[config.mk]
export PLATFORM = sky130hd
export DESIGN_NAME = drive_command_frame_decoder_top
export DESIGN_NICKNAME = d
export VERILOG_FILES = /design/src/sv/dcfd_pkg.sv /design/src/sv/drive_command_frame_decoder_top.sv
export VERILOG_INCLUDE_DIRS = /design/src /design/src/sv
export SDC_FILE = /design/constraint.sdc
export NUM_CORES = 1
export LEC_CHECK = 0
export BUFFER_PORTS_ARGS = -buffer_cell sky130_fd_sc_hd__buf_2
export CAP_MARGIN = 10
export CORE_MARGIN = 1
export CORE_UTILIZATION = 57
export CTS_BUF_LIST = sky130_fd_sc_hd__clkbuf_4 sky130_fd_sc_hd__clkbuf_8
export CTS_CLUSTER_DIAMETER = 60
export DETAILED_ROUTE_END_ITERATION = 16
export HOLD_SLACK_MARGIN = 0.08
export PLACE_DENSITY = 0.85
export SYNTH_ARGS = -nofsm -noshare
export SYNTH_HDL_FRONTEND = slang
export SYNTH_SLANG_ARGS = --single-unit
[constraint.sdc]
create_clock -name clk_i -period 5.2 [get_ports clk_i]
set_input_delay 1.3 -clock clk_i [delete_from_list [all_inputs] [get_ports clk_i]]
set_output_delay 1.3 -clock clk_i [all_outputs]
set_load 0.05 [all_outputs]
[src/sv/drive_command_frame_decoder_top_defines.svh]
// Assertion macros for the drive command frame decoder.
// Used by drive_command_frame_decoder_top.sv; no other dependencies.
`ifndef DRIVE_COMMAND_FRAME_DECODER_TOP_DEFINES_SVH
`define DRIVE_COMMAND_FRAME_DECODER_TOP_DEFINES_SVH

`ifndef SYNTHESIS
// Check a property on every clock edge outside reset.
`define DCFD_ASSERT(lbl, prop, msg) \
  lbl: assert property (@(posedge clk_i) disable iff (!rst_ni) (prop)) else $error(msg);
// Check a property on every clock edge, reset included.
`define DCFD_ASSERT_ALWAYS(lbl, prop, msg) \
  lbl: assert property (@(posedge clk_i) (prop)) else $error(msg);
`else
`define DCFD_ASSERT(lbl, prop, msg)
`define DCFD_ASSERT_ALWAYS(lbl, prop, msg)
`endif

`endif

[src/sv/dcfd_pkg.sv]
// Package for the drive command frame decoder: codes, types, constants.
// No dependencies; used by drive_command_frame_decoder_top.
`default_nettype none

package dcfd_pkg;

  // Field widths
  localparam int unsigned ByteW    = 8;
  localparam int unsigned TimeoutW = 16;
  localparam int unsigned ElapsedW = 17;
  localparam int unsigned QuoW     = 16;
  localparam int unsigned CntW     = 4;
  localparam logic [CntW-1:0] DivLast = 4'd15;

  // Direction bytes
  localparam logic [7:0] CodeFwd     = 8'hF1;
  localparam logic [7:0] CodeBwd     = 8'hF2;
  localparam logic [7:0] CodeStop    = 8'hF3;
  localparam logic [7:0] CodePan     = 8'hF4;
  localparam logic [7:0] CodeStopAll = 8'hF5;

  // Mapping constants
  localparam logic [7:0] TurnSpeedMin        = 8'd0;
  localparam logic [7:0] DriveSpeedMin       = 8'd0;
  localparam logic [7:0] ForwardThrottleMin  = 8'd0;
  localparam logic [7:0] ForwardThrottleMax  = 8'd255;
  localparam logic [7:0] BackwardThrottleMin = 8'd0;
  localparam logic [7:0] BackwardThrottleMax = 8'd255;

  // Register reset values
  localparam logic [7:0]  RstCenter   = 8'd90;
  localparam logic [7:0]  RstLeftMin  = 8'd0;
  localparam logic [7:0]  RstLeftMax  = 8'd89;
  localparam logic [7:0]  RstRightMin = 8'd91;
  localparam logic [7:0]  RstRightMax = 8'd180;
  localparam logic [7:0]  RstTurnMax  = 8'd255;
  localparam logic [7:0]  RstDriveMax = 8'd255;
  localparam logic [15:0] RstTimeout  = 16'd1000;

  // Motor direction codes (2-bit signed)
  localparam logic [1:0] DirNone = 2'b00;
  localparam logic [1:0] DirFwd  = 2'b01;
  localparam logic [1:0] DirRev  = 2'b11;

  typedef enum logic [2:0] {
    REG_CENTER    = 3'd0,
    REG_LEFT_MIN  = 3'd1,
    REG_LEFT_MAX  = 3'd2,
    REG_RIGHT_MIN = 3'd3,
    REG_RIGHT_MAX = 3'd4,
    REG_TURN_MAX  = 3'd5,
    REG_DRIVE_MAX = 3'd6,
    REG_TIMEOUT   = 3'd7
  } reg_idx_e;

  typedef enum logic [2:0] {
    CAUSE_LEFT     = 3'd0,
    CAUSE_RIGHT    = 3'd1,
    CAUSE_FORWARD  = 3'd2,
    CAUSE_BACKWARD = 3'd3,
    CAUSE_STOP     = 3'd4,
    CAUSE_PAN      = 3'd5,
    CAUSE_BAD      = 3'd6,
    CAUSE_TIMEOUT  = 3'd7
  } cause_e;

  typedef enum logic [2:0] {
    ST_IDLE,
    ST_EVAL,
    ST_MUL,
    ST_DIV,
    ST_DONE
  } state_e;

  // One result item
  typedef struct packed {
    cause_e     cause;
    logic       link_reset;
    logic       dirs_valid;
    logic [1:0] right_dir;
    logic [1:0] left_dir;
    logic [7:0] speed;
  } result_t;

endpackage

`default_nettype wire

[src/sv/drive_command_frame_decoder_top.sv]
// Drive command frame decoder, top level: framing, heartbeat, speed mapping.
// Depends on dcfd_pkg and drive_command_frame_decoder_top_defines.svh.
//
//  channel  | dir | handshake              | payload
//  ---------+-----+------------------------+-------------------------------------
//  s_axis   | in  | tvalid/tready          | tdata: rx_byte; tuser: req_type
//  m_axis   | out | tvalid/tready          | tdata: speed,ldir,rdir,valid,reset;
//           |     |                        | tuser: cause
//  apb      | in  | psel/penable, pready=1 | 8 registers at 4*i, 32-bit data
//
// A tick that does not time out, or a byte that does not complete a frame, passes
// through accept and eval. A timeout tick, a completing byte whose result needs no
// mapping (stop, pan, bad frame), or a turn with an empty angle span goes through
// accept, eval and load. Other turn and drive results add a multiply step and 16
// steps of the restoring divider that divides by the angle or throttle span before
// the load. The output register lets the next item be accepted while a result
// waits; the load cycle stalls only if that register is still full.
// Reset is asynchronous, active low; frame bytes have no reset.
`default_nettype none
`include "drive_command_frame_decoder_top_defines.svh"

module drive_command_frame_decoder_top (
  input  wire logic        clk_i,
  input  wire logic        rst_ni,
  // input stream
  input  wire logic        s_axis_tvalid_i,
  output logic             s_axis_tready_o,
  input  wire logic [7:0]  s_axis_tdata_i,   // [7:0] rx_byte
  input  wire logic [0:0]  s_axis_tuser_i,   // [0] req_type
  // result stream
  output logic             m_axis_tvalid_o,
  input  wire logic        m_axis_tready_i,
  output logic [15:0]      m_axis_tdata_o,   // [7:0] motor_speed, [9:8] left_dir,
                                             // [11:10] right_dir, [12] dirs_valid,
                                             // [13] link_reset, [15:14] zero
  output logic [2:0]       m_axis_tuser_o,   // [2:0] cause
  // configuration
  input  wire logic        psel_i,
  input  wire logic        penable_i,
  input  wire logic        pwrite_i,
  input  wire logic [4:0]  paddr_i,
  input  wire logic [31:0] pwdata_i,
  output logic [31:0]      prdata_o,
  output logic             pready_o
);

  // ---------------- configuration registers ----------------
  logic [7:0]  center_q, lmin_q, lmax_q, rmin_q, rmax_q, tmax_q, dmax_q;
  logic [15:0] timeout_q;
  dcfd_pkg::reg_idx_e cfg_idx;
  logic cfg_wr;

  assign pready_o = 1'b1;
  assign cfg_idx  = dcfd_pkg::reg_idx_e'(paddr_i[4:2]);
  assign cfg_wr   = psel_i && penable_i && pwrite_i && pready_o;

  always_ff @(posedge clk_i or negedge rst_ni) begin
    if (!rst_ni) begin
      center_q  <= dcfd_pkg::RstCenter;
      lmin_q    <= dcfd_pkg::RstLeftMin;
      lmax_q    <= dcfd_pkg::RstLeftMax;
      rmin_q    <= dcfd_pkg::RstRightMin;
      rmax_q    <= dcfd_pkg::RstRightMax;
      tmax_q    <= dcfd_pkg::RstTurnMax;
      dmax_q    <= dcfd_pkg::RstDriveMax;
      timeout_q <= dcfd_pkg::RstTimeout;
    end else if (cfg_wr) begin
      unique case (cfg_idx)
        dcfd_pkg::REG_CENTER:    center_q  <= pwdata_i[7:0];
        dcfd_pkg::REG_LEFT_MIN:  lmin_q    <= pwdata_i[7:0];
        dcfd_pkg::REG_LEFT_MAX:  lmax_q    <= pwdata_i[7:0];
        dcfd_pkg::REG_RIGHT_MIN: rmin_q    <= pwdata_i[7:0];
        dcfd_pkg::REG_RIGHT_MAX: rmax_q    <= pwdata_i[7:0];
        dcfd_pkg::REG_TURN_MAX:  tmax_q    <= pwdata_i[7:0];
        dcfd_pkg::REG_DRIVE_MAX: dmax_q    <= pwdata_i[7:0];
        dcfd_pkg::REG_TIMEOUT:   timeout_q <= pwdata_i[15:0];
        default: ;
      endcase
    end
  end

  // register readback
  always_comb begin
    unique case (cfg_idx)
      dcfd_pkg::REG_CENTER:    prdata_o = {24'd0, center_q};
      dcfd_pkg::REG_LEFT_MIN:  prdata_o = {24'd0, lmin_q};
      dcfd_pkg::REG_LEFT_MAX:  prdata_o = {24'd0, lmax_q};
      dcfd_pkg::REG_RIGHT_MIN: prdata_o = {24'd0, rmin_q};
      dcfd_pkg::REG_RIGHT_MAX: prdata_o = {24'd0, rmax_q};
      dcfd_pkg::REG_TURN_MAX:  prdata_o = {24'd0, tmax_q};
      dcfd_pkg::REG_DRIVE_MAX: prdata_o = {24'd0, dmax_q};
      dcfd_pkg::REG_TIMEOUT:   prdata_o = {16'd0, timeout_q};
      default:                 prdata_o = 32'd0;
    endcase
  end

  // ---------------- state ----------------
  dcfd_pkg::state_e state_q, state_d;
  logic        req_q;
  logic [7:0]  rxb_q;
  logic [1:0]  bidx_q, bidx_d;
  logic [7:0]  frame_q [3];
  logic        frame_we;
  logic [dcfd_pkg::ElapsedW-1:0] elapsed_q, elapsed_d, elapsed_inc;

  // mapping operands and divider
  logic signed [8:0] diff_q, diff_d, den_q, den_d, odiff_q, odiff_d;
  logic [7:0]  olo_q, olo_d;
  logic        neg_q, neg_d;
  logic [dcfd_pkg::QuoW-1:0] quo_q, quo_d, quo_nx;
  logic [7:0]  rem_q, rem_d, dvs_q, dvs_d;
  logic [dcfd_pkg::CntW-1:0] cnt_q, cnt_d;
  dcfd_pkg::result_t res_q, res_d, out_q;
  logic        out_valid_q;
  logic        out_load;

  // eval-time helpers
  logic [7:0]  dir_b, thr_b, ang_b;
  logic [7:0]  map_x, map_lo, map_hi, map_olo, map_ohi;
  logic        do_map;
  logic signed [17:0] prod;
  logic [17:0] prod_mag;
  logic [8:0]  trial;
  logic        qbit;
  logic signed [17:0] qs, vsum;

  assign dir_b = frame_q[0];
  assign thr_b = frame_q[1];
  assign ang_b = frame_q[2];
  assign elapsed_inc = (&elapsed_q) ? elapsed_q : elapsed_q + 1'b1;

  // shared datapath: multiplier and one restoring divider step
  assign prod     = diff_q * odiff_q;
  assign prod_mag = prod[17] ? 18'(-prod) : 18'(prod);
  assign trial    = {rem_q, quo_q[dcfd_pkg::QuoW-1]};
  assign qbit     = (trial >= {1'b0, dvs_q});
  assign quo_nx   = {quo_q[dcfd_pkg::QuoW-2:0], qbit};

  // signed quotient plus output offset, then clamp to a byte
  always_comb begin
    qs   = neg_q ? -$signed({2'b00, quo_nx}) : $signed({2'b00, quo_nx});
    vsum = qs + $signed({10'd0, olo_q});
  end

  assign s_axis_tready_o = (state_q == dcfd_pkg::ST_IDLE);
  assign out_load = (state_q == dcfd_pkg::ST_DONE) && (!out_valid_q || m_axis_tready_i);

  // sequencer: next state and datapath updates
  always_comb begin
    state_d   = state_q;
    bidx_d    = bidx_q;
    elapsed_d = elapsed_q;
    frame_we  = 1'b0;
    diff_d    = diff_q;
    den_d     = den_q;
    odiff_d   = odiff_q;
    olo_d     = olo_q;
    neg_d     = neg_q;
    quo_d     = quo_q;
    rem_d     = rem_q;
    dvs_d     = dvs_q;
    cnt_d     = cnt_q;
    res_d     = res_q;
    map_x     = ang_b;
    map_lo    = lmin_q;
    map_hi    = lmax_q;
    map_olo   = dcfd_pkg::TurnSpeedMin;
    map_ohi   = tmax_q;
    do_map    = 1'b0;

    unique case (state_q)
      dcfd_pkg::ST_IDLE: begin
        if (s_axis_tvalid_i) state_d = dcfd_pkg::ST_EVAL;
      end

      dcfd_pkg::ST_EVAL: begin
        state_d = dcfd_pkg::ST_IDLE;
        if (req_q) begin
          // heartbeat tick
          elapsed_d = elapsed_inc;
          if (elapsed_inc > {1'b0, timeout_q}) begin
            elapsed_d = '0;
            bidx_d    = 2'd0;
            res_d     = '{cause: dcfd_pkg::CAUSE_TIMEOUT, link_reset: 1'b1,
                          dirs_valid: 1'b0, right_dir: dcfd_pkg::DirNone,
                          left_dir: dcfd_pkg::DirNone, speed: 8'd0};
            state_d   = dcfd_pkg::ST_DONE;
          end
        end else if (bidx_q != 2'd3) begin
          frame_we = 1'b1;
          bidx_d   = bidx_q + 2'd1;
        end else begin
          // lights byte completes the frame
          bidx_d    = 2'd0;
          elapsed_d = '0;
          state_d   = dcfd_pkg::ST_DONE;
          res_d     = '{cause: dcfd_pkg::CAUSE_BAD, link_reset: 1'b1,
                        dirs_valid: 1'b0, right_dir: dcfd_pkg::DirNone,
                        left_dir: dcfd_pkg::DirNone, speed: 8'd0};
          if (dir_b >= dcfd_pkg::CodeFwd && dir_b <= dcfd_pkg::CodeStop) begin
            res_d.link_reset = 1'b0;
            res_d.dirs_valid = 1'b1;
            if (ang_b < center_q) begin
              do_map          = 1'b1;
              res_d.cause     = dcfd_pkg::CAUSE_LEFT;
              res_d.left_dir  = dcfd_pkg::DirRev;
              res_d.right_dir = dcfd_pkg::DirFwd;
            end else if (ang_b > center_q) begin
              do_map          = 1'b1;
              map_lo          = rmin_q;
              map_hi          = rmax_q;
              res_d.cause     = dcfd_pkg::CAUSE_RIGHT;
              res_d.left_dir  = dcfd_pkg::DirFwd;
              res_d.right_dir = dcfd_pkg::DirRev;
            end else if (dir_b == dcfd_pkg::CodeFwd) begin
              do_map          = 1'b1;
              map_x           = thr_b;
              map_lo          = dcfd_pkg::ForwardThrottleMin;
              map_hi          = dcfd_pkg::ForwardThrottleMax;
              map_olo         = dcfd_pkg::DriveSpeedMin;
              map_ohi         = dmax_q;
              res_d.cause     = dcfd_pkg::CAUSE_FORWARD;
              res_d.left_dir  = dcfd_pkg::DirFwd;
              res_d.right_dir = dcfd_pkg::DirFwd;
            end else if (dir_b == dcfd_pkg::CodeBwd) begin
              do_map          = 1'b1;
              map_x           = thr_b;
              map_lo          = dcfd_pkg::BackwardThrottleMin;
              map_hi          = dcfd_pkg::BackwardThrottleMax;
              map_olo         = dcfd_pkg::DriveSpeedMin;
              map_ohi         = dmax_q;
              res_d.cause     = dcfd_pkg::CAUSE_BACKWARD;
              res_d.left_dir  = dcfd_pkg::DirRev;
              res_d.right_dir = dcfd_pkg::DirRev;
            end else begin
              res_d.cause      = dcfd_pkg::CAUSE_STOP;
              res_d.dirs_valid = 1'b0;
            end
          end else if (dir_b == dcfd_pkg::CodePan || dir_b == dcfd_pkg::CodeStopAll) begin
            res_d.cause      = dcfd_pkg::CAUSE_PAN;
            res_d.link_reset = 1'b0;
          end
          // set up the linear map; an empty input span gives the offset
          if (do_map) begin
            diff_d  = $signed({1'b0, map_x})   - $signed({1'b0, map_lo});
            den_d   = $signed({1'b0, map_hi})  - $signed({1'b0, map_lo});
            odiff_d = $signed({1'b0, map_ohi}) - $signed({1'b0, map_olo});
            olo_d   = map_olo;
            res_d.speed = map_olo;
            if (map_hi != map_lo) state_d = dcfd_pkg::ST_MUL;
          end
        end
      end

      dcfd_pkg::ST_MUL: begin
        quo_d   = prod_mag[dcfd_pkg::QuoW-1:0];
        neg_d   = prod[17] ^ den_q[8];
        dvs_d   = den_q[8] ? 8'(-den_q) : den_q[7:0];
        rem_d   = 8'd0;
        cnt_d   = '0;
        state_d = dcfd_pkg::ST_DIV;
      end

      dcfd_pkg::ST_DIV: begin
        quo_d = quo_nx;
        rem_d = qbit ? 8'(trial - {1'b0, dvs_q}) : trial[7:0];
        cnt_d = cnt_q + 1'b1;
        if (cnt_q == dcfd_pkg::DivLast) begin
          if (vsum < 0)             res_d.speed = 8'd0;
          else if (vsum > 18'sd255) res_d.speed = 8'd255;
          else                      res_d.speed = vsum[7:0];
          state_d = dcfd_pkg::ST_DONE;
        end
      end

      dcfd_pkg::ST_DONE: begin
        if (out_load) state_d = dcfd_pkg::ST_IDLE;
      end

      default: state_d = dcfd_pkg::ST_IDLE;
    endcase
  end

  // control registers
  always_ff @(posedge clk_i or negedge rst_ni) begin
    if (!rst_ni) begin
      state_q   <= dcfd_pkg::ST_IDLE;
      bidx_q    <= 2'd0;
      elapsed_q <= '0;
      cnt_q     <= '0;
    end else begin
      state_q   <= state_d;
      bidx_q    <= bidx_d;
      elapsed_q <= elapsed_d;
      cnt_q     <= cnt_d;
    end
  end

  // payload registers
  always_ff @(posedge clk_i) begin
    if (s_axis_tvalid_i && s_axis_tready_o) begin
      req_q <= s_axis_tuser_i[0];
      rxb_q <= s_axis_tdata_i;
    end
    if (frame_we) frame_q[bidx_q] <= rxb_q;
    diff_q  <= diff_d;
    den_q   <= den_d;
    odiff_q <= odiff_d;
    olo_q   <= olo_d;
    neg_q   <= neg_d;
    quo_q   <= quo_d;
    rem_q   <= rem_d;
    dvs_q   <= dvs_d;
    res_q   <= res_d;
    if (out_load) out_q <= res_q;
  end

  // output register
  always_ff @(posedge clk_i or negedge rst_ni) begin
    if (!rst_ni) begin
      out_valid_q <= 1'b0;
    end else if (out_load) begin
      out_valid_q <= 1'b1;
    end else if (m_axis_tready_i) begin
      out_valid_q <= 1'b0;
    end
  end

  assign m_axis_tvalid_o = out_valid_q;
  assign m_axis_tdata_o  = {2'b00, out_q.link_reset, out_q.dirs_valid, out_q.right_dir,
                            out_q.left_dir, out_q.speed};
  assign m_axis_tuser_o  = out_q.cause;

  // ---------------- assertions ----------------
  `DCFD_ASSERT(a_accept_leaves_idle, (s_axis_tvalid_i && s_axis_tready_o) |=> (state_q == dcfd_pkg::ST_EVAL), "accepted item not evaluated")
  `DCFD_ASSERT(a_load_shows_result, out_load |=> m_axis_tvalid_o, "loaded result not presented")
  `DCFD_ASSERT_ALWAYS(a_cnt_idle_zero, (state_q != dcfd_pkg::ST_DIV) |-> (cnt_q == '0), "divider step count nonzero outside division")

endmodule

`default_nettype wire

# == After elaboration in Yosys (flattened, before gate mapping) ==
# Memory sizes are Yosys's and may differ from the RTL's.
# Cells that the tools add are included.
# op_classes
eq_ne,25
n_reduce_logical,28
n_lt_le_gt_ge,8
mul,1
addsub,11
bitwise,3
n_div,0
mux,93
shift,0
# ops
op,count
$mux 8,41
$pmux 32 s8,1
$mux 17,7
$mux 3,13
$eq 8x8->1 const B,4
$pmux 16 s2,1
$pmux 8 s2,2
$sub 8x8->9,3
$mux 4,5
$reduce_and 2->1,10
$add 18x9->18,1
$gt 18x9->1 const B,1
$lt 18x1->1 const B,1
$mul 9x9->18,1
$mux 18,1
$neg 16->18,1
$add 17x1->17 const B,1
$gt 17x16->1,1
$reduce_and 17->1,1
$mux 16,1
$neg 16->16,1
$eq 3x3->1 const B,5
$mux 1,15
$pmux 3 s5,1
28 further kinds,50
# word_totals
ramBits,24
memories,1
rom_bits,0
ff_bits,210
latchBits,0
wordCells,205
# memory_table
name,words,word_bits,rd,rd_clocked_by_memory_dff,wr,line_no,rtl
frame_q,3,8,3,0,1,drive_command_frame_decoder_top.sv:102,logic [7:0] frame_q [3];

# == Logic depth before layout (Yosys ltp) ==
# Gate-level depths: netlist (run 1).
# An unclocked memory read counts as a cell.
# depth
depth_word,16
ltp_mapped,21
ltp_nobuf,20

# == Worst setup path after synthesis (run 1) ==
# OpenSTA, ideal clock, no wires.
# synth_timing
path_type,reg-to-reg
from,register odiff_q[0]
to,register quo_q[15] in the netlist's numbering (data pin)
path_slack_ps,133
setup_time_ps,270
arrival_time_ps,4797
required_ps,4930
stages_incl_launch_ff,22
path_cell_list,edfxtp_1 -> clkbuf_1 -> nand2_1 -> inv_1 -> fa_1 -> inv_1 -> fa_1 -> inv_1 -> fa_1 -> inv_1 -> fa_1 -> inv_1 -> ha_1 -> o2111ai_1 -> nor3_1 -> a211oi_2 -> o21ai_2 -> xnor2_2 -> buf_4 -> o41ai_2 -> xnor2_1 -> a21oi_1
# synth_via
elab_chain_cells,4
# synth_rtl
item,line_no,rtl
"start, declared",drive_command_frame_decoder_top.sv:107,"logic signed [8:0] diff_q, diff_d, den_q, den_d, odiff_q, odiff_d;"
"start signal, assigned",drive_command_frame_decoder_top.sv:308,odiff_q <= odiff_d;
$mul 9x9->18 (*),drive_command_frame_decoder_top.sv:133,assign prod = diff_q * odiff_q;
$neg 16->16,drive_command_frame_decoder_top.sv:134,assign prod_mag = prod[17] ? 18'(-prod) : 18'(prod);
$mux 16 (*),drive_command_frame_decoder_top.sv:134,
$pmux 16 s2 (*),drive_command_frame_decoder_top.sv:171,unique case (state_q)
via quo_d (one bit),drive_command_frame_decoder_top.sv:110,"logic [dcfd_pkg::QuoW-1:0] quo_q, quo_d, quo_nx;"
"end signal, assigned",drive_command_frame_decoder_top.sv:311,quo_q <= quo_d;
"end, declared",drive_command_frame_decoder_top.sv:110,
# The timed path passes the listed nets; every way through them passes the cells marked *.
# A chain may end at the register's enable or synchronous reset.

# == Worst setup path in the final report (run 1) ==
# layout_timing
from,register odiff_q[2]
to,register quo_q[3] in the netlist's numbering (data pin)
# The elaborated chain is that of the path after synthesis.

==> results of run 1 <==
worst register-to-register path: stages (launching register included):
cell       delay [ns]
edfxtp_1         0.47
buf_4            0.18
and2_1           0.16
fa_1             0.46
fa_1             0.50
fa_1             0.49
inv_1            0.05
fa_1             0.52
inv_1            0.04
ha_2             0.32
o21ai_1          0.25
nor3_2           0.10
a211oi_2         0.27
o21ai_2          0.13
xnor2_4          0.30
clkbuf_16        0.21
o21ai_1          0.07
xor2_1           0.17
a21oi_1          0.10
cells in the mapped netlist, drive strengths merged (12+ instances only):
| library cell | n | area, um^2 |
|---|---|---|
| a21oi | 51 | 262.8 |
| a22o | 12 | 105.1 |
| a31oi | 15 | 93.84 |
| and2 | 46 | 287.8 |
| buf | 31 | 214.0 |
| clkbuf | 30 | 112.6 |
| dfrtp | 60 | 1501 |
| dfstp | 39 | 1025 |
| edfxtp | 124 | 3724 |
| fa | 63 | 1261 |
| ha | 93 | 1164 |
| inv | 169 | 634.4 |
| mux2 | 77 | 867.1 |
| nand2 | 119 | 446.7 |
| nand2b | 14 | 95.09 |
| nand3 | 21 | 122.6 |
| nand4 | 15 | 93.84 |
| nor2 | 86 | 322.8 |
| nor2b | 14 | 87.58 |
| nor3 | 19 | 105.1 |
| o21ai | 74 | 377.9 |
| xnor2 | 46 | 410.4 |
| xor2 | 24 | 217.7 |
worst max-delay path by stage:
stage                from   endpoint
2_1_floorplan  odiff_q[0]  quo_q[15]
3_3_place_gp    diff_q[8]  quo_q[15]
3_5_place_dp    diff_q[8]  quo_q[15]
4_1_cts         diff_q[8]  quo_q[15]
5_1_grt        odiff_q[2]   quo_q[3]
6_report       odiff_q[2]   quo_q[3]
where the power goes:
group	total, mW	internal [mW]	switching, mW
Sequential	2.29	2.14	0.157
Combinational	1.08	0.425	0.658
Clock	1.81	1.07	0.741
Total	5.19	3.63	1.56
final cells by class:
class,instances,area (um^2),share of cell area
sequential,223,6250,0.3701
clock inverter,12,130.1,0.007705
timing repair buffer,120,793.3,0.04697
tap,330,412.9,0.02445
inverter,171,644.4,0.03816
clock buffer,62,784.5,0.04645
multi-input combinational,955,7873,0.4662
kinds of logic after synthesis:
| kind of cell | share of synthesized area |
|---|---|
| and+or+nand+nor | 0.1279 |
| DFF | 0.4202 |
| AOI/OAI and AO/OA | 0.1075 |
| muxes | 0.07345 |
| adders and majority gates | 0.1630 |
| other | 0.0005050 |
| buffers and inverters | 0.06512 |
| xor gates and xnor gates | 0.04224 |
routing by layer:
metal  global-route usage  vias to the layer above
met4               0.1191                        0
met2               0.4099                      436
met1               0.3159                     5253
met5                    0                        -
li1                     -                     5019
met3              0.03987                      122
state kept, by name, summed over array words and instances, names as in the netlist, 8 cells and up:
| name | cells |
|---|---|
| center_q | 8 |
| den_q | 9 |
| diff_q | 9 |
| dmax_q | 8 |
| dvs_q | 8 |
| elapsed_q | 17 |
| frame_q | 24 |
| lmax_q | 8 |
| lmin_q | 8 |
| m_axis_tdata_o | 13 |
| odiff_q | 8 |
| quo_q | 16 |
| rem_q | 8 |
| res_q | 16 |
| rmax_q | 8 |
| rmin_q | 8 |
| rxb_q | 8 |
| timeout_q | 16 |
| tmax_q | 8 |
placed cells by master (no fill, tap or decap), drive strengths merged, types with 14 or more instances in the layout:
| master | n |
|---|---|
| and2 | 46 |
| nand2b | 14 |
| nor3 | 19 |
| buf | 115 |
| nor2b | 14 |
| xor2 | 24 |
| edfxtp | 124 |
| ha | 93 |
| a21oi | 51 |
| mux2 | 77 |
| nand3 | 21 |
| clkbuf | 65 |
| nor2 | 86 |
| inv | 170 |
| a31oi | 15 |
| dfstp | 39 |
| nand2 | 119 |
| fa | 63 |
| dfrtp | 60 |
| nand4 | 15 |
| o21ai | 74 |
| xnor2 | 46 |
| conb | 19 |
stage by stage:
| step | cell area, um^2 | std cells |
|---|---|---|
| floorplan | 14940 | 1410 |
| global placement | 15560 | 1771 |
| detailed placement | 15560 | 1771 |
| CTS | 16470 | 1845 |
| global route | 16890 | 1873 |
| finish | 16890 | 1873 |
repair_timing:
| action | CTS | global route |
|---|---|---|
| gates resized for setup | 0 | 34 |
| setup endpoints to repair | 0 | 15 |
| setup buffers | 0 | 26 |
| hold buffers | 0 | 0 |
==> impl_metrics.ini, run 1 <==
[cells_and_area]
n_fill_cell = 1769
drive_gt1_frac = 0.2411
antenna_cells = 0
area_growth_pct = 13.55
fin_nets = 1720
postLayoutCoreUtil = 0.6649

[setup_path]
critPathTopFamily = adder cells
cp.depth = 18
crit_top_cell = fa_1
path_buf_inv = 4
critical_path_class = flip-flop to flip-flop
r2r-end = quo_q[3]
crit_required_ns = 5.47
path_cells = buf_4, and2_1, fa_1, fa_1, fa_1, inv_1, fa_1, inv_1, ha_2, o21ai_1, nor3_2, a211oi_2, o21ai_2, xnor2_4, clkbuf_16, o21ai_1, xor2_1, a21oi_1
reg2regPathDepth = 18
rrSetupSlack_ns = 0.11
cp-start-kind = flip-flop
r2r_start = odiff_q[2]
cp_max_fo = 5
max_stage_delay_ns = 0.52
critPathArrivalTime_ns = 5.37
endpoint_kind = flip-flop
worst_path_max_delay_cell = fa_1

[routing]
postRouteAntennaNets = 0
top_layer_used = met4
routed-wl-met2_um = 16290
wl_met3_um = 2103
drtIter0Drc = 809
wl_per_cell_um = 17.78
wl_um = 33300
vias_per_cell = 5.782
drc_errors = 0
wl_met1_um = 13380
dr.pass1.iters = 8
vias = 10830

[global_route]
grt_pass1_vias = 10710
grt_start_max_net_pins = 64
antenna_found_initial = 0
grt_remaining_overflow = 0
grt_pass1_wl_um = 52050
track_usage = 0.2472

[worst_hold_path]
hold_class = flip-flop to flip-flop
whs_path_depth = 0
min_from = res_q[6]
whs_endpoint = m_axis_tdata_o[6]

[synthesis]
ys.flop_type = edfxtp_1
ys_seq_area_frac = 0.4202
syn_area_um2 = 14870
synth_area_per_cell_um2 = 10.68
synth-edff-count = 124
yosysWarningCount = 0
synth-seq-cells = 223
synthArstFlopShare = 0.4439
postSynthCellCount = 1393
synth_cell_types = 85

[power_and_ir_drop]
leakage_nw = 7.386
ir_drop_uv = 283.3
power_density_nw_per_um2 = 307.1
total_power_mw = 5.186

[timing]
drv_slew = 0
fmax_mhz = 196.4
setup_tns_ns = 0
tightest_slew_ns = 1.176
setup_ws_ns = 0.1074
whs_ns = 0.4207
period_share = 0.9794
setup_viol = 0
period_minus_slack_ns = 5.093
clock_skew_ns = 0.03590
hold_viol = 0
maxSlewHeadroom = 0.2101

[clocking]
cts_tree = yes
cts.sinks = 223
insertion_delay_ns = 0.57
clock-root-buffer = clkbuf_8
clk_pin_slew_ns = 0.06
htreeDepth = 2
numCtsBuffers = 40
cts_buffer_depth = 3

[floorplan]
rows = 58
die_w_um = 163.5
ios = 107
dieHeight_um = 163.5
die_area_um2 = 26740
core_area_um2 = 25400
initial_core_util = 0.5855

[place]
routabilityCongestion = 0.9157
dp_slack_ns = 0.03235
place_hpwl_um = 23850
io_buffers = 69

[status]
status = finished clean

[job]
drv_cap = 0
Power figures use the tool's default switching activity.
==> run 2, diff against run 1 <==
==> constraint.sdc (replaced) <==
create_clock -name clk_i -period 4.5 [get_ports clk_i]
set_input_delay 1.125 -clock clk_i [delete_from_list [all_inputs] [get_ports clk_i]]
set_output_delay 1.125 -clock clk_i [all_outputs]
set_load 0.05 [all_outputs]
==> run 2 against run 1 <==
Against the previous run:
- the flow now finishes with violations (negative setup slack)
- sequential share of layout area decreased by 1.5 points
- critical path type unchanged
- power grew 13%
- non-clock buffer count is 68 higher
- flip-flop and latch count did not move
- critical endpoint is now quo_q[15]
- via count grew 5.3%
- clock skew down 0.012 ns
- clock power rose by 6%
- global-route usage increased by 2.7 points
- sequential power is 16% higher
- wire length grew 12%
- core utilization up 2.8 points
==> impl_metrics.ini, run 2 (synthesis results as in run 1) <==
[setup_path]
rrSetupSlack_ns = -0.64
cp-start-kind = flip-flop
r2r-end = quo_q[15]
worst_path_max_delay_cell = fa_1
cp.depth = 19
critPathArrivalTime_ns = 5.40
critPathTopFamily = adder cells
path_cells = buf_6, nand2_4, fa_1, inv_2, fa_2, ha_4, inv_4, fa_1, inv_2, ha_4, a211oi_4, buf_6, nor2_1, xor2_1, nor3_2, nand4_1, o41ai_4, xnor2_1, a21oi_1
crit_start = diff_q[5]
crit_required_ns = 4.76
cp_max_fo = 5
critical_path_class = flip-flop to flip-flop
reg2regPathDepth = 19
path_buf_inv = 5
crit_end = quo_q[15]
max_stage_delay_ns = 0.58
r2r_start = diff_q[5]
endpoint_kind = flip-flop

[cells_and_area]
final_common_cell = inv_1
n_fill_cell = 1683
final_cell_mix = inv_1, edfxtp_1, buf_4, nand2_1, nor2_1
largest_register_ffs = 24
fin_nets = 1786
area_growth_pct = 18.41
largest_registers = frame_q (24), elapsed_q (17)
drive_gt1_frac = 0.3097
top_register = frame_q

[routing]
vias_per_cell = 5.888
dr.pass1.iters = 5
drtIter0Drc = 916
postRouteAntennaNets = 0
vias = 11400
wl_um = 37380
drc_errors = 0
wl_per_cell_um = 19.31

[global_route]
grt_pass1_wl_um = 57140
grt_start_max_net_pins = 56
track_usage = 0.2738
grt_remaining_overflow = 0
grt_pass1_vias = 11580
antenna_found_initial = 1

[timing]
setup_ws_ns = -0.6388
hold_viol = 0
whs_ns = 0.4164
tightest_slew_ns = 0.9417
setup_viol = 16
drv_slew = 0
period_minus_slack_ns = 5.139
rsz0062_at_grt = yes
maxSlewHeadroom = 0.3715
clock_skew_ns = 0.02402
period_share = 1.142
setup_tns_ns = -8.733
fmax_mhz = 194.6

[clocking]
clock-root-buffer = clkbuf_8
htreeDepth = 2
clk_pin_slew_ns = 0.06
insertion_delay_ns = 0.55
cts_tree = yes
cts.sinks = 223
cts_buffer_depth = 3
numCtsBuffers = 38
ctsHoldBuffers = 0

[power_and_ir_drop]
total_power_mw = 5.863
power_density_nw_per_um2 = 332.9
ir_drop_uv = 313.6
leakage_nw = 7.698

[floorplan]
die_area_um2 = 26740
dieHeight_um = 163.5
ios = 107
initial_core_util = 0.5855
die_w_um = 163.5
rows = 58
core_area_um2 = 25400

[status]
status = finished with violations
violations = negative setup slack

[place]
dp_slack_ns = -0.4113
routabilityCongestion = 0.9533
io_buffers = 69
place_hpwl_um = 25180

[job]
drv_cap = 0

[worst_hold_path]
hold_class = flip-flop to flip-flop
==> run 2: power breakdown <==
group	internal, mW	switching (mW)	leakage, nW
sequential	2.47	0.186	2.28
clock	1.08	0.842	0.423
combinational	0.515	0.776	4.99
total	4.06	1.80	7.70
==> run 2: how the worst min path moves through the flow <==
stage          depth (start not counted)  slack (ns)      start                 to
6_report                               0        0.42   res_q[0]  m_axis_tdata_o[0]
5_1_grt                                0        0.42  res_q[15]  m_axis_tuser_o[1]
4_1_cts                                0        0.42   res_q[0]  m_axis_tdata_o[0]
3_5_place_dp                           0        0.40   res_q[0]  m_axis_tdata_o[0]
3_3_place_gp                           0        0.40   res_q[4]  m_axis_tdata_o[4]
2_1_floorplan                          0        0.40   res_q[0]  m_axis_tdata_o[0]
==> run 2: final cells by class <==
class                           count  area [um^2]  share of cell area
Clock inverter                     16        143.9            0.008171
Tap cell                          330        412.9             0.02345
Antenna cell                        1        2.502           0.0001421
Inverter                          171        644.4             0.03659
Timing Repair Buffer              188         1315             0.07468
Multi-Input combinational cell    955         8182              0.4646
Sequential cell                   223         6250              0.3549
Clock buffer                       52        659.4             0.03744
==> run 2: metrics by stage <==
step / std cells / util / cell area [um^2]
finish: 1936 / 0.6933 / 17610
global route: 1935 / 0.6932 / 17610
CTS: 1922 / 0.6830 / 17350
detailed placement: 1833 / 0.6368 / 16180
global placement: 1833 / 0.6368 / 16180
floorplan: 1410 / - / 15120
==> run 2: repair_timing <==
action	in CTS	in global routing
buffers inserted	20	13
gates resized for setup	44	39
gates cloned	1	0
setup endpoints to repair	16	29
pin swaps	54	34
==> run 2: worst register-to-register path, cell delays in order (launching register included) <==
cell      delay [ns]
edfxtp_1        0.46
buf_6           0.15
nand2_4         0.05
fa_1            0.57
inv_2           0.07
fa_2            0.51
ha_4            0.30
inv_4           0.03
fa_1            0.58
inv_2           0.09
ha_4            0.29
a211oi_4        0.07
buf_6           0.13
nor2_1          0.25
xor2_1          0.20
nor3_2          0.21
nand4_1         0.21
o41ai_4         0.42
xnor2_1         0.15
a21oi_1         0.09
==> run 2: layer usage <==
layer | global-route usage | up-vias | wire (um)
li1 | - | 5147 | -
met1 | 0.3301 | 5612 | 14390
met2 | 0.4796 | 506 | 18790
met3 | 0.04215 | 135 | 2275
met4 | 0.1288 | 0 | 1921
met5 | 0 | - | 0
==> run 3, diff against run 2 <==
==> constraint.sdc (replaced) <==
create_clock -name clk_i -period 4.5 [get_ports clk_i]
set_input_delay 0.45 -clock clk_i [delete_from_list [all_inputs] [get_ports clk_i]]
set_output_delay 0.45 -clock clk_i [all_outputs]
set_load 0.05 [all_outputs]
==> run 3 against run 2 <==
Against the previous run:
- non-clock buffer count down 13
- core utilization down 1.4 points
- highest routed layer unchanged
- the run still ends with negative setup slack left
- sequential power about the same
- power down 0.96%
==> impl_metrics.ini, run 3 (synthesis results as in run 1) <==
[status]
status = finished with violations
violations = negative setup slack

[setup_path]
endpoint_kind = flip-flop
max_stage_delay_ns = 0.58
critical_path_class = flip-flop to flip-flop
critPathArrivalTime_ns = 5.24
rrSetupSlack_ns = -0.45
reg2regPathDepth = 19
crit_top_cell = fa_1
crit_required_ns = 4.79
r2r-end = quo_q[15]
worst_path_max_delay_cell = fa_1
path_cells = buf_4, nand2_1, fa_1, inv_1, fa_1, inv_1, fa_1, fa_1, inv_1, ha_2, buf_4, nor4_4, o21ai_2, a31o_1, a21oi_2, xnor2_2, o41ai_2, xnor2_1, a21oi_1
crit_start = odiff_q[2]
cp_max_fo = 5
r2r_start = odiff_q[2]
cp-start-kind = flip-flop

[cells_and_area]
final_common_cell = inv_1
area_growth_pct = 16.06
final_cells = 1922
top_register = frame_q
postLayoutCoreUtil = 0.6796
largest_registers = frame_q (24), elapsed_q (17)
antenna_cells = 0
largest_register_ffs = 24
final_cell_mix = inv_1, edfxtp_1, nand2_1, buf_4, nor2_1
fin_nets = 1773
drive_gt1_frac = 0.2714

[routing]
postRouteAntennaNets = 0
vias = 11050
wl_per_cell_um = 17.59
vias_per_cell = 5.747
wl_um = 33800
drtIter0Drc = 1017
dr.pass1.iters = 5
drc_errors = 0

[worst_hold_path]
min_from = pwdata_i[14]
whs_path_depth = 3
hold_class = input port to flip-flop
whs_endpoint = timeout_q[14]

[clocking]
cts_tree = yes
numCtsBuffers = 38
cts_buffer_depth = 3
insertion_delay_ns = 0.57
clk_pin_slew_ns = 0.06
htreeDepth = 2
cts.sinks = 223
clock-root-buffer = clkbuf_8

[timing]
fmax_mhz = 202.1
setup_ws_ns = -0.4484
period_share = 1.100
period_minus_slack_ns = 4.948
tightest_slew_ns = 1.247
hold_viol = 0
rsz0062_at_grt = yes
drv_slew = 0
maxSlewHeadroom = 0.1625
clock_skew_ns = 0.03074
setup_viol = 16

[power_and_ir_drop]
power_density_nw_per_um2 = 336.4
ir_drop_uv = 327.7
leakage_nw = 7.563

[global_route]
antenna_found_initial = 0
track_usage = 0.2530
grt_pass1_wl_um = 53430
grt_pass1_vias = 11050
grt_start_max_net_pins = 70
grt_remaining_overflow = 0

[place]
place_hpwl_um = 24350
place_inst = 1825
routabilityCongestion = 0.9213
io_buffers = 69
dp_slack_ns = -0.5219

[floorplan]
rows = 58
ios = 107
die_w_um = 163.5
die_area_um2 = 26740
core_area_um2 = 25400
initial_core_util = 0.5855
dieHeight_um = 163.5

[job]
drv_cap = 0
[run 3: changes by cell type in the layout (fill, tap and decap cells not counted), moves of 9 or more]
cell / change
buf_4: -13
buf_6: -9
nand2_1: +11
dlygate4sd3_1: +10
[run 3: worst max-delay path by stage]
stage,endpoint,depth (start not counted)
floorplan,quo_q[15],19
global placement,quo_q[15],18
detailed placement,quo_q[15],18
CTS,quo_q[15],19
global route,quo_q[15],19
finish,quo_q[15],19
[run 3: what timing repair did]
action                                 in CTS  in global routing
buffers inserted                           11                  8
endpoints found under the hold margin      56                  1
hold buffers                                9                  1
resized for setup                          10                 19
setup endpoints to repair                  16                 34
pin swaps                                  18                  6
[run 3: critical path, delay by kind of cell (launching register included)]
kind	cells	cell delay, ns
AND/OR/NAND/NOR	2	0.29
XOR/XNOR	2	0.26
flip-flops	1	0.44
AO/OA/AOI/OAI	5	0.92
buffers and inverters	5	0.47
adder cells (fa/ha/maj)	5	2.28
[run 3: layout make-up]
class	count	area, um^2
repair buffers	175	1189
clock buffers	54	655.6
well taps	330	412.9
clock inverters	14	128.9
fillers	1764	8139
multi-input cells	955	7983
flip-flops and latches	223	6250
inverters	171	641.9
[run 3: layer usage]
metal	GRT usage	vias up	wire length [um]
li1	-	5118	-
met1	0.3138	5469	13670
met2	0.4368	375	17140
met3	0.04393	84	1866
met4	0.1027	0	1130
met5	0	-	0
[run 3: report_power, final]
group	internal, mW	leakage [nW]	switching (mW)
Combinational	0.505	4.87	0.763
Sequential	2.47	2.28	0.177
Clock	1.06	0.407	0.834
[run 3: through the flow]
step	setup TNS, ns	hold slack [ns]	power (mW)	instance area, um^2
2_1_floorplan	-1.386	0.1544	3.534	15120
3_3_place_gp	-3.242	0.4015	3.818	16120
3_5_place_dp	-5.676	0.4045	3.891	16120
4_1_cts	-4.667	0.08431	5.792	17120
5_1_grt	-9.537	0.1111	6.040	17260
6_report	-5.735	0.1061	5.807	17260
